--- config.mk ---
export PLATFORM = sky130hd
export DESIGN_NAME = sorted_array_priority_queue
export DESIGN_NICKNAME = d
export VERILOG_FILES = /design/src/spaq_pkg.sv /design/src/spaq_cell.sv /design/src/sorted_array_priority_queue.sv
export SDC_FILE = /design/constraint.sdc
export NUM_CORES = 1
export LEC_CHECK = 0
export BUFFER_PORTS_ARGS = -buffer_cell sky130_fd_sc_hd__clkbuf_2
export CORE_ASPECT_RATIO = 0.6
export CORE_UTILIZATION = 30
export DETAILED_ROUTE_END_ITERATION = 7
export HOLD_SLACK_MARGIN = 0.12
export PLACE_DENSITY_LB_ADDON = 0.1
export SYNTH_ARGS = -nofsm -noshare
export SYNTH_HDL_FRONTEND = slang
export SYNTH_SLANG_ARGS = --single-unit
--- constraint.sdc ---
create_clock -name i_clk -period 4.23 [get_ports i_clk]
set_input_delay 0.2115 -clock i_clk [delete_from_list [all_inputs] [get_ports i_clk]]
set_output_delay 0.2115 -clock i_clk [all_outputs]
set_load 0.01 [all_outputs]
--- src/spaq_pkg.sv ---
// Shared types and constants for the sorted array priority queue.
`timescale 1ns / 1ps
package spaq_pkg;

    localparam int DEPTH  = 8;
    localparam int PRIO_W = 8;
    localparam int TAG_W  = 16;
    localparam int CMD_W  = 2;
    localparam int STAT_W = 2;
    localparam int CNT_W  = $clog2(DEPTH + 1);
    localparam int EXT_W  = (CNT_W > 4) ? CNT_W : 4;

    localparam logic [CMD_W-1:0] CMD_ENQ  = 2'd0;
    localparam logic [CMD_W-1:0] CMD_DEQ  = 2'd1;
    localparam logic [CMD_W-1:0] CMD_PEEK = 2'd2;

    localparam logic [STAT_W-1:0] ST_OK    = 2'd0;
    localparam logic [STAT_W-1:0] ST_OVER  = 2'd1;
    localparam logic [STAT_W-1:0] ST_UNDER = 2'd2;

    typedef struct packed {
        logic              enq;
        logic              deq;
        logic [PRIO_W-1:0] prio;
        logic [TAG_W-1:0]  tag;
    } t_cell_ctrl;

endpackage

--- src/spaq_cell.sv ---
// One storage cell of the sorted chain: holds an entry and shifts it to a neighbor.
`timescale 1ns / 1ps
module spaq_cell (
    input  logic                       i_clk,
    input  spaq_pkg::t_cell_ctrl       i_ctrl,
    input  logic                       i_occupied,
    input  logic                       i_left_after,
    input  logic [spaq_pkg::PRIO_W-1:0] i_left_prio,
    input  logic [spaq_pkg::TAG_W-1:0]  i_left_tag,
    input  logic [spaq_pkg::PRIO_W-1:0] i_right_prio,
    input  logic [spaq_pkg::TAG_W-1:0]  i_right_tag,
    output logic [spaq_pkg::PRIO_W-1:0] o_prio,
    output logic [spaq_pkg::TAG_W-1:0]  o_tag,
    output logic                       o_after
);
    import spaq_pkg::*;

    logic [PRIO_W-1:0] r_prio;
    logic [TAG_W-1:0]  r_tag;
    logic [PRIO_W-1:0] n_prio;
    logic [TAG_W-1:0]  n_tag;

    // The held entry stays ahead of a new one when its priority is not larger.
    assign o_after = i_occupied && (r_prio <= i_ctrl.prio);

    always_comb begin
        n_prio = r_prio;
        n_tag  = r_tag;
        if (i_ctrl.enq && !o_after) begin
            if (i_left_after) begin
                n_prio = i_ctrl.prio;
                n_tag  = i_ctrl.tag;
            end else begin
                n_prio = i_left_prio;
                n_tag  = i_left_tag;
            end
        end else if (i_ctrl.deq) begin
            n_prio = i_right_prio;
            n_tag  = i_right_tag;
        end
    end

    always_ff @(posedge i_clk) begin
        r_prio <= n_prio;
        r_tag  <= n_tag;
    end

    assign o_prio = r_prio;
    assign o_tag  = r_tag;

endmodule

--- src/sorted_array_priority_queue.sv ---
// Top level of the sorted array priority queue: cell chain, occupancy and result register.
`timescale 1ns / 1ps
// A bounded priority queue of DEPTH entries kept in a chain of cells sorted by ascending
// priority, with equal priorities kept in arrival order. Each input beat is an enqueue,
// a dequeue or a peek, and produces exactly one result beat that describes the queue
// after the operation. Every cell compares its entry with the incoming priority in the
// same cycle and either keeps its entry, loads the new one or takes its neighbor's. The
// block accepts one beat per cycle while no result waits or the waiting one is taken,
// and the result appears in the output register in the cycle after acceptance. Input
// keeps being accepted while a result waits, if that result is taken in the same cycle.
module sorted_array_priority_queue (
    input  logic                         i_clk,
    input  logic                         i_rst_n,
    input  logic                         i_in_valid,
    output logic                         o_in_ready,
    input  logic [spaq_pkg::CMD_W-1:0]   i_command,
    input  logic [spaq_pkg::PRIO_W-1:0]  i_in_priority,
    input  logic [spaq_pkg::TAG_W-1:0]   i_in_tag,
    output logic                         o_out_valid,
    input  logic                         i_out_ready,
    output logic [spaq_pkg::STAT_W-1:0]  o_status,
    output logic [spaq_pkg::PRIO_W-1:0]  o_out_priority,
    output logic [spaq_pkg::TAG_W-1:0]   o_out_tag,
    output logic [spaq_pkg::PRIO_W-1:0]  o_head_priority,
    output logic [spaq_pkg::TAG_W-1:0]   o_head_tag,
    output logic [spaq_pkg::PRIO_W-1:0]  o_tail_priority,
    output logic [spaq_pkg::TAG_W-1:0]   o_tail_tag,
    output logic [3:0]                   o_count,
    output logic                         o_empty_res,
    output logic                         o_full_res
);
    import spaq_pkg::*;

    logic [CNT_W-1:0]  r_count;
    logic [CNT_W-1:0]  n_count;
    logic              r_out_valid;
    logic [STAT_W-1:0] r_status;
    logic [PRIO_W-1:0] r_out_prio;
    logic [TAG_W-1:0]  r_out_tag;
    logic [PRIO_W-1:0] r_head_prio;
    logic [TAG_W-1:0]  r_head_tag;
    logic [PRIO_W-1:0] r_tail_prio;
    logic [TAG_W-1:0]  r_tail_tag;
    logic [CNT_W-1:0]  r_res_count;

    logic              w_accept;
    logic              w_full;
    logic              w_empty;
    logic              w_is_enq;
    logic              w_is_deq;
    logic              w_enq_ok;
    logic              w_deq_ok;
    t_cell_ctrl        w_ctrl;

    logic [PRIO_W-1:0] w_prio [DEPTH];
    logic [TAG_W-1:0]  w_tag  [DEPTH];
    logic              w_after [DEPTH];

    logic [PRIO_W-1:0] w_old_tail_prio;
    logic [TAG_W-1:0]  w_old_tail_tag;
    logic              w_tail_after;

    logic [STAT_W-1:0] w_status;
    logic [PRIO_W-1:0] w_rem_prio;
    logic [TAG_W-1:0]  w_rem_tag;
    logic [PRIO_W-1:0] w_head_prio;
    logic [TAG_W-1:0]  w_head_tag;
    logic [PRIO_W-1:0] w_tail_prio;
    logic [TAG_W-1:0]  w_tail_tag;
    logic [EXT_W-1:0]  w_count_ext;

    assign o_in_ready = !r_out_valid || i_out_ready;
    assign w_accept   = i_in_valid && o_in_ready;
    assign w_full     = (r_count == CNT_W'(DEPTH));
    assign w_empty    = (r_count == '0);
    assign w_is_enq   = (i_command == CMD_ENQ);
    assign w_is_deq   = (i_command == CMD_DEQ);
    assign w_enq_ok   = w_is_enq && !w_full;
    assign w_deq_ok   = w_is_deq && !w_empty;

    assign w_ctrl.enq  = w_accept && w_enq_ok;
    assign w_ctrl.deq  = w_accept && w_deq_ok;
    assign w_ctrl.prio = i_in_priority;
    assign w_ctrl.tag  = i_in_tag;

    for (genvar g = 0; g < DEPTH; g++) begin : g_cell
        logic              w_occ;
        logic              w_left_after;
        logic [PRIO_W-1:0] w_left_prio;
        logic [TAG_W-1:0]  w_left_tag;
        logic [PRIO_W-1:0] w_right_prio;
        logic [TAG_W-1:0]  w_right_tag;

        assign w_occ = (r_count > CNT_W'(g));

        if (g == 0) begin : g_first
            assign w_left_after = 1'b1;
            assign w_left_prio  = i_in_priority;
            assign w_left_tag   = i_in_tag;
        end else begin : g_rest
            assign w_left_after = w_after[g-1];
            assign w_left_prio  = w_prio[g-1];
            assign w_left_tag   = w_tag[g-1];
        end

        if (g == DEPTH - 1) begin : g_last
            assign w_right_prio = w_prio[g];
            assign w_right_tag  = w_tag[g];
        end else begin : g_inner
            assign w_right_prio = w_prio[g+1];
            assign w_right_tag  = w_tag[g+1];
        end

        spaq_cell u_cell (
            .i_clk        (i_clk),
            .i_ctrl       (w_ctrl),
            .i_occupied   (w_occ),
            .i_left_after (w_left_after),
            .i_left_prio  (w_left_prio),
            .i_left_tag   (w_left_tag),
            .i_right_prio (w_right_prio),
            .i_right_tag  (w_right_tag),
            .o_prio       (w_prio[g]),
            .o_tag        (w_tag[g]),
            .o_after      (w_after[g])
        );
    end

    always_comb begin
        w_old_tail_prio = '0;
        w_old_tail_tag  = '0;
        w_tail_after    = 1'b0;
        for (int k = 0; k < DEPTH; k++) begin
            if (r_count == CNT_W'(k + 1)) begin
                w_old_tail_prio = w_prio[k];
                w_old_tail_tag  = w_tag[k];
                w_tail_after    = w_after[k];
            end
        end
    end

    always_comb begin
        n_count    = r_count;
        w_status   = ST_OK;
        w_rem_prio = '0;
        w_rem_tag  = '0;
        if (w_is_enq && w_full) begin
            w_status = ST_OVER;
        end else if (w_is_deq && w_empty) begin
            w_status = ST_UNDER;
        end
        if (w_enq_ok) begin
            n_count = r_count + 1'b1;
        end else if (w_deq_ok) begin
            n_count    = r_count - 1'b1;
            w_rem_prio = w_prio[0];
            w_rem_tag  = w_tag[0];
        end
    end

    always_comb begin
        w_head_prio = w_prio[0];
        w_head_tag  = w_tag[0];
        w_tail_prio = w_old_tail_prio;
        w_tail_tag  = w_old_tail_tag;
        if (w_enq_ok) begin
            if (!w_after[0]) begin
                w_head_prio = i_in_priority;
                w_head_tag  = i_in_tag;
            end
            if (w_empty || w_tail_after) begin
                w_tail_prio = i_in_priority;
                w_tail_tag  = i_in_tag;
            end
        end else if (w_deq_ok) begin
            w_head_prio = w_prio[1];
            w_head_tag  = w_tag[1];
        end
        if (n_count == '0) begin
            w_head_prio = '0;
            w_head_tag  = '0;
            w_tail_prio = '0;
            w_tail_tag  = '0;
        end
    end

    always_ff @(posedge i_clk) begin
        if (!i_rst_n) begin
            r_count     <= '0;
            r_out_valid <= 1'b0;
        end else begin
            if (w_accept) begin
                r_count     <= n_count;
                r_out_valid <= 1'b1;
            end else if (i_out_ready) begin
                r_out_valid <= 1'b0;
            end
        end
    end

    always_ff @(posedge i_clk) begin
        if (w_accept) begin
            r_status    <= w_status;
            r_out_prio  <= w_rem_prio;
            r_out_tag   <= w_rem_tag;
            r_head_prio <= w_head_prio;
            r_head_tag  <= w_head_tag;
            r_tail_prio <= w_tail_prio;
            r_tail_tag  <= w_tail_tag;
            r_res_count <= n_count;
        end
    end

    assign w_count_ext     = EXT_W'(r_res_count);
    assign o_out_valid     = r_out_valid;
    assign o_status        = r_status;
    assign o_out_priority  = r_out_prio;
    assign o_out_tag       = r_out_tag;
    assign o_head_priority = r_head_prio;
    assign o_head_tag      = r_head_tag;
    assign o_tail_priority = r_tail_prio;
    assign o_tail_tag      = r_tail_tag;
    assign o_count         = w_count_ext[3:0];
    assign o_empty_res     = (r_res_count == '0);
    assign o_full_res      = (r_res_count == CNT_W'(DEPTH));

    a_count_bound : assert property (@(posedge i_clk) disable iff (!i_rst_n)
        r_count <= CNT_W'(DEPTH))
        else $error("Occupancy exceeds the queue depth.");

    a_over_full : assert property (@(posedge i_clk) disable iff (!i_rst_n)
        (o_out_valid && (o_status == ST_OVER)) |-> o_full_res)
        else $error("Overflow reported while the queue is not full.");

    a_under_empty : assert property (@(posedge i_clk) disable iff (!i_rst_n)
        (o_out_valid && (o_status == ST_UNDER)) |-> o_empty_res)
        else $error("Underflow reported while the queue is not empty.");

    a_deq_count : assert property (@(posedge i_clk) disable iff (!i_rst_n)
        (w_accept && w_deq_ok) |=> (r_count == CNT_W'($past(r_count) - 1'b1)))
        else $error("Dequeue did not lower the occupancy by one.");

endmodule
; Word level (Yosys, flattened, before mapping)
; Cells that the tools add are included.
[totals]
elab_cells = 185
output_inout_bits = 82
regBits = 275
[classes]
reduce_logical = 49
add_sub_neg = 2
order_cmp = 16
eq_ne = 10
mux = 81
n_bitwise = 1
[op_table]
columns = operator, n
row1 = $mux W16, 34
row2 = $mux W8, 34
row3 = $le A8 B8 Y1, 8
row4 = $logic_and A1 B1 Y1, 23
row5 = $eq A4 B3 Y1 const B, 4
row6 = $gt A4 B3 Y1 const B, 4
row7 = $reduce_bool A2 Y1, 8
row8 = $logic_not A4 Y1, 3
row9 = $logic_not A1 Y1, 11
row10 = $mux W1, 10
row11 = $eq A4 B2 Y1 const B, 2
row12 = $eq A4 B4 Y1 const B, 2
row13 = $gt A4 B1 Y1 const B, 2
row14 = $gt A4 B2 Y1 const B, 2
row15 = $mux W4, 2
row16 = $add A4 B1 Y4 const B, 1
row17 = $eq A4 B1 Y1 const B, 1
row18 = $sub A4 B1 Y4 const B, 1
row19 = $eq A2 B1 Y1 const B, 1
row20 = $logic_not A2 Y1, 1
row21 = $logic_or A1 B1 Y1, 2
row22 = $mux W2, 1
row23 = $reduce_or A2 Y1, 1
row24 = $not A1 Y1, 1

; Longest topological paths before layout
[depth]
depth_word = 13
mapped_depth = 14

; Cells and area by module
; A second synthesis with hierarchy kept.
[unflattened]
cells_unflattened = 1551
area_unflattened_um2 = 18527.8
[by_module_without_submodules]
columns = mod, cells_each, area_per_inst_um2, n_inst
row1 = spaq_cell, 116, 1617.8, 8
row2 = sorted_array_priority_queue, 623, 5585.4, 1

; Worst setup path after synthesis
; Ideal clock, no wire load.
[synth_path]
kind = reg2reg
startpoint = reg r_out_valid (netlist: o_out_valid)
endpoint = reg g_cell[4].u_cell.r_prio[0] (enable)
n_path_buf = 0
setup_slack_ps = -165
setup_ps = 558
arrival_ps = 3837
period_less_slack_ps = 4395
path_stages_with_launch = 6
path_cell_list = dfxtp_1 > nand2b_1 > nand2_1 > clkinv_1 > nand2_1 > o21ai_0
[synth_via]
elab_chain_cells = 6
word_cells_on_any_way = 7
classes_between = 7 x reduce/logical
[synth_lines]
columns = item, line_no
row1 = "start, declared", sorted_array_priority_queue.sv:36  ; logic r_out_valid;
row2 = "start signal, assigned", sorted_array_priority_queue.sv:190  ; r_out_valid <= 1'b0;
row3 = "start signal, assigned", sorted_array_priority_queue.sv:194  ; r_out_valid <= 1'b1;
row4 = "start signal, assigned", sorted_array_priority_queue.sv:196  ; r_out_valid <= 1'b0;
row5 = $logic_not A1 Y1 *, sorted_array_priority_queue.sv:72  ; assign o_in_ready = !r_out_valid || i_out_ready;
row6 = $logic_or A1 B1 Y1 *, sorted_array_priority_queue.sv:72
row7 = net o_in_ready, sorted_array_priority_queue.sv:15  ; output logic o_in_ready,
row8 = $logic_and A1 B1 Y1 *, sorted_array_priority_queue.sv:73  ; assign w_accept = i_in_valid && o_in_ready;
row9 = net w_accept, sorted_array_priority_queue.sv:46  ; logic w_accept;
row10 = $logic_and A1 B1 Y1, sorted_array_priority_queue.sv:81  ; assign w_ctrl.enq = w_accept && w_enq_ok;
row11 = $logic_and A1 B1 Y1, spaq_cell.sv:29  ; if (i_ctrl.enq && !o_after) begin
row12 = $reduce_bool A2 Y1 (no line) *, -
row13 = "end signal, assigned", spaq_cell.sv:44  ; r_prio <= n_prio;
row14 = "end, declared", spaq_cell.sv:18  ; logic [PRIO_W-1:0] r_prio;
; The timed path passes the listed nets; every way through them passes the cells marked *.
; A chain may end at the register's enable or synchronous reset.

; Worst setup path after layout
[layout_path]
startpoint = reg r_count[0]
endpoint = reg g_cell[4].u_cell.r_tag[4], data pin
[layout_via]
elab_chain_cells = 6
word_cells_on_any_way = 12
classes_between = 2 x order compare / 1 x eq/ne / 2 x mux / 7 x reduce/logical
[layout_lines]
columns = item, line_no
row1 = "start, declared", sorted_array_priority_queue.sv:34  ; logic [CNT_W-1:0] r_count;
row2 = "start signal, assigned", sorted_array_priority_queue.sv:193  ; r_count <= n_count;
row3 = "parallel branches: the longest is 5 deep, another holds $gt A4 B3 Y1", -
row4 = $mux W16 *, spaq_cell.sv:29
row5 = net g_cell[4].u_cell.n_tag[4], spaq_cell.sv:21  ; logic [TAG_W-1:0] n_tag;
row6 = "end signal, assigned", spaq_cell.sv:45  ; r_tag <= n_tag;
row7 = "end, declared", spaq_cell.sv:19  ; logic [TAG_W-1:0] r_tag;
; Mark *: on every way through the listed nets, which the timed path passes.

==> out/metrics.cfg <==
[logic_synthesis]
async_flop_share_pct = 0
synthDistinctLibCells = 53
ys.warnings.count = 0
synth_ff_type = edfxtp_1
syn_area_sq_mm = 0.01620
synthTopCellsByArea = edfxtp_1 50%, mux2i_1 10%, ha_1 5.3%
yosysTopAreaCell = edfxtp_1
synthTopCellsByCount = 270 x edfxtp_1, 179 x nand2_1, 168 x mux2i_1
synth.most_common_cell = edfxtp_1
synth-edff-count = 270
netlist_instances = 1522
synth.avg_cell_area_sq_um = 10.65
synthesis.nets = 1620
yosys.area.top_type_share_pct = 50.03
synth_seq_area_share_pct = 50.65
ys_seq_elements = 275

[pwr]
combPwrFrac_pct = 14.8
clockPowerShare_pct = 38.1
p_sw_uw = 1987
power_leakage_uw = 0.006850
p_int_uw = 5074
swShare_pct = 28.14
power_density_mw_per_mm2 = 379.7
peakVddDrop_mv = 0.3644
report.power.total_uw = 7060
p_seq_share_pct = 47.0

[detailed_routing]
wire_per_inst_um = 24.31
dr.pass1.iters = 7
vias = 12470
drtIter0Drc = 1445
drt-total-wl_mm = 56.40
routed_via_density = 5.375
final_antenna_net_count = 0
drc = 7

[critical_path]
required_ps = 4520
cp_common_cell = nand2_1
critPathKind = reg -> reg
crit_buf_inv = 1
path_delay_family = simple AND/OR/NAND/NOR gates
cpPeakStageDelay_ps = 920
endpoint_kind = flip-flop
worstPathArrival_ps = 4000
crit_slowest_cell = nor2_4
path_cells = clkinv_1 > ha_1 > nand2_1 > nor2_1 > nor3_1 > nand2_1 > nor2_4 > a21oi_1
worst-path-max-fanout = 48
critPathLaunchType = flip-flop

[floorplan]
dieArea_sq_mm = 0.05498
die_h_um = 182.0
num_rows = 65
start_util_pct = 30.61
num_io_pins = 112
die_w_um = 302.0
core_area_sq_mm = 0.05294

[placement]
dpl.hpwl_mm = 41.25
portBuffers = 111
gp_congestion = 0.8552

[cells_and_area]
finalNetCount = 1692
areaGrowthSynthToFinish_pct = 14.76
diodes = 0
drive_above_1_share_pct = 16.39
n_fill_cell = 5355

[global_routing]
busiest_layer = met1
grt_pass1_wl_mm = 82.68
grt.met2_usage_pct = 21.78
antenna_found_initial = 0
grt_max_degree = 73
grt.overflow.total = 0
use_met3_pct = 4.535
global_route.usage.met1_pct = 37.28
grt_pass1_vias = 11290
grtUsageTotal_pct = 20.30

[sta]
skew_ps = 28.13
setup_viol = 0
max_freq_mhz = 270.0
finalHoldViolations = 0
slew_violations = 0
fin_crit_sh_pct = 87.57
finalCriticalPeriod_ps = 3704
setup_tns_ps = 0
rsz0062_at_grt = no
slew_headroom_pct = 29.01
tightest_slew_ps = 1062

[hold_path]
hp-class = in -> reg

[clocking]
ctsResizeCount = 0
clk_pin_slew_ps = 60
cts-root-buf = clkbuf_16
cts_made_buffers = 31
htreeDepth = 1
clkLatencyLatePin_ps = 590
cts.sinks = 275
clock_path_buffers = 3
cts_tree = built
cts_setup_buffers = 0

[job]
maxCapViolCount = 0

[status]
status = complete, but fails checks
violations = DRC

flip-flops by register name (all words and copies together) (netlist names):
| signal | cells |
|---|---|
| g_cell.u_cell.o_tag | 128 |
| g_cell.u_cell.o_prio | 64 |
| o_head_tag | 16 |
| o_out_tag | 16 |
| o_tail_tag | 16 |
| o_head_priority | 8 |
| o_out_priority | 8 |
| o_tail_priority | 8 |
| o_count | 4 |
| r_count | 4 |
| o_status | 2 |
| o_out_valid | 1 |
power by group through the flow:
stage / logic (uW) / clock network (uW) / registers (uW)
final: 1050 / 2690 / 3320
after CTS: 1050 / 2770 / 3320
after detailed placement: 1040 / 0 / 3370
after floorplan: 654 / 0 / 3350
after global placement: 1030 / 0 / 3370
after global routing: 1160 / 2850 / 3330
repair_timing:
item,in CTS,in global routing
hold buffers,5,0
hold endpoints to repair,6,0
endpoints found under the setup margin,0,0
placed cells by master, fill, tap and decap left out, types with 5 or more instances in the layout:
cell,count
mux2i_1,168
o21ai_0,105
nor2b_1,14
clkinv_2,6
dfxtp_1,5
clkbuf_2,111
clkinv_1,9
o21ai_1,12
a31oi_1,26
inv_1,19
o22ai_1,27
nand2b_1,14
a21o_1,5
clkbuf_1,7
nand2_1,179
buf_4,49
nand4_1,14
edfxtp_1,270
a21oi_1,103
o221ai_1,24
o21a_1,5
ha_1,68
nand3_1,9
clkbuf_16,31
a22oi_1,24
mux2_2,40
o211ai_1,32
a221oi_1,24
dlygate4sd3_1,5
and2_1,24
nor2_1,134
logic make-up after synthesis:
family,share of synthesized area [%]
and+or+nand+nor,11.23
AOI/OAI and AO/OA,15.54
DFF,50.65
muxes,13.16
buffers and inverters,4.000
adders and majority gates,5.251
xor gates and xnor gates,0.1622
routing by layer:
layer  up-vias  wire length [um]
met1      6090             32690
li1       5861                 -
met4         0               606
met5         -                 0
met2       476             18360
met3        42              4736
tightest hold or removal path: cells and delay by family:
family	cells	cell delay [ps]
compound gates	1	70
buf+inv	1	70
simple gates	3	350
stage by stage:
stage                     worst slack (ps)  util, %  hold WS (ps)  instances  area (sq um)
after floorplan                      196.1        -         333.2       1522         16210
after global placement               683.1    33.21         453.9       2259         17580
after detailed placement             640.8    33.21         465.3       2259         17580
after CTS                            615.6    35.12         160.5       2320         18600
after global routing                 330.7    35.12         203.7       2320         18600
final                                525.8    35.12         187.1       2320         18600
area by class of cell:
class	instances	area [sq um]	area share, %
Sequential cell	275	8208	44.14
Multi-Input combinational cell	1099	7471	40.18
Timing Repair Buffer	166	993.5	5.342
Tap cell	703	879.6	4.730
Clock buffer	38	802.0	4.313
Clock inverter	18	161.4	0.8680
Inverter	21	80.08	0.4306
worst paths after layout:
| kind | end | startpoint | slack (ps) | cells after the start |
|---|---|---|---|---|
| worst max-delay path | g_cell[4].u_cell.o_tag[4]$_DFFE_PP_ | r_count[0]$_SDFFE_PN0P_ | 530 | 8 |
| worst min-delay path | r_count[3]$_SDFFE_PN0P_ | i_out_ready | 190 | 5 |
| worst max register to register | g_cell[4].u_cell.o_tag[4]$_DFFE_PP_ | r_count[0]$_SDFFE_PN0P_ | 530 | 8 |
| worst min register to register | g_cell[6].u_cell.o_tag[2]$_DFFE_PP_ | g_cell[7].u_cell.o_tag[2]$_DFFE_PP_ | 560 | 2 |
Note: power is estimated with default switching activity, not from simulation.
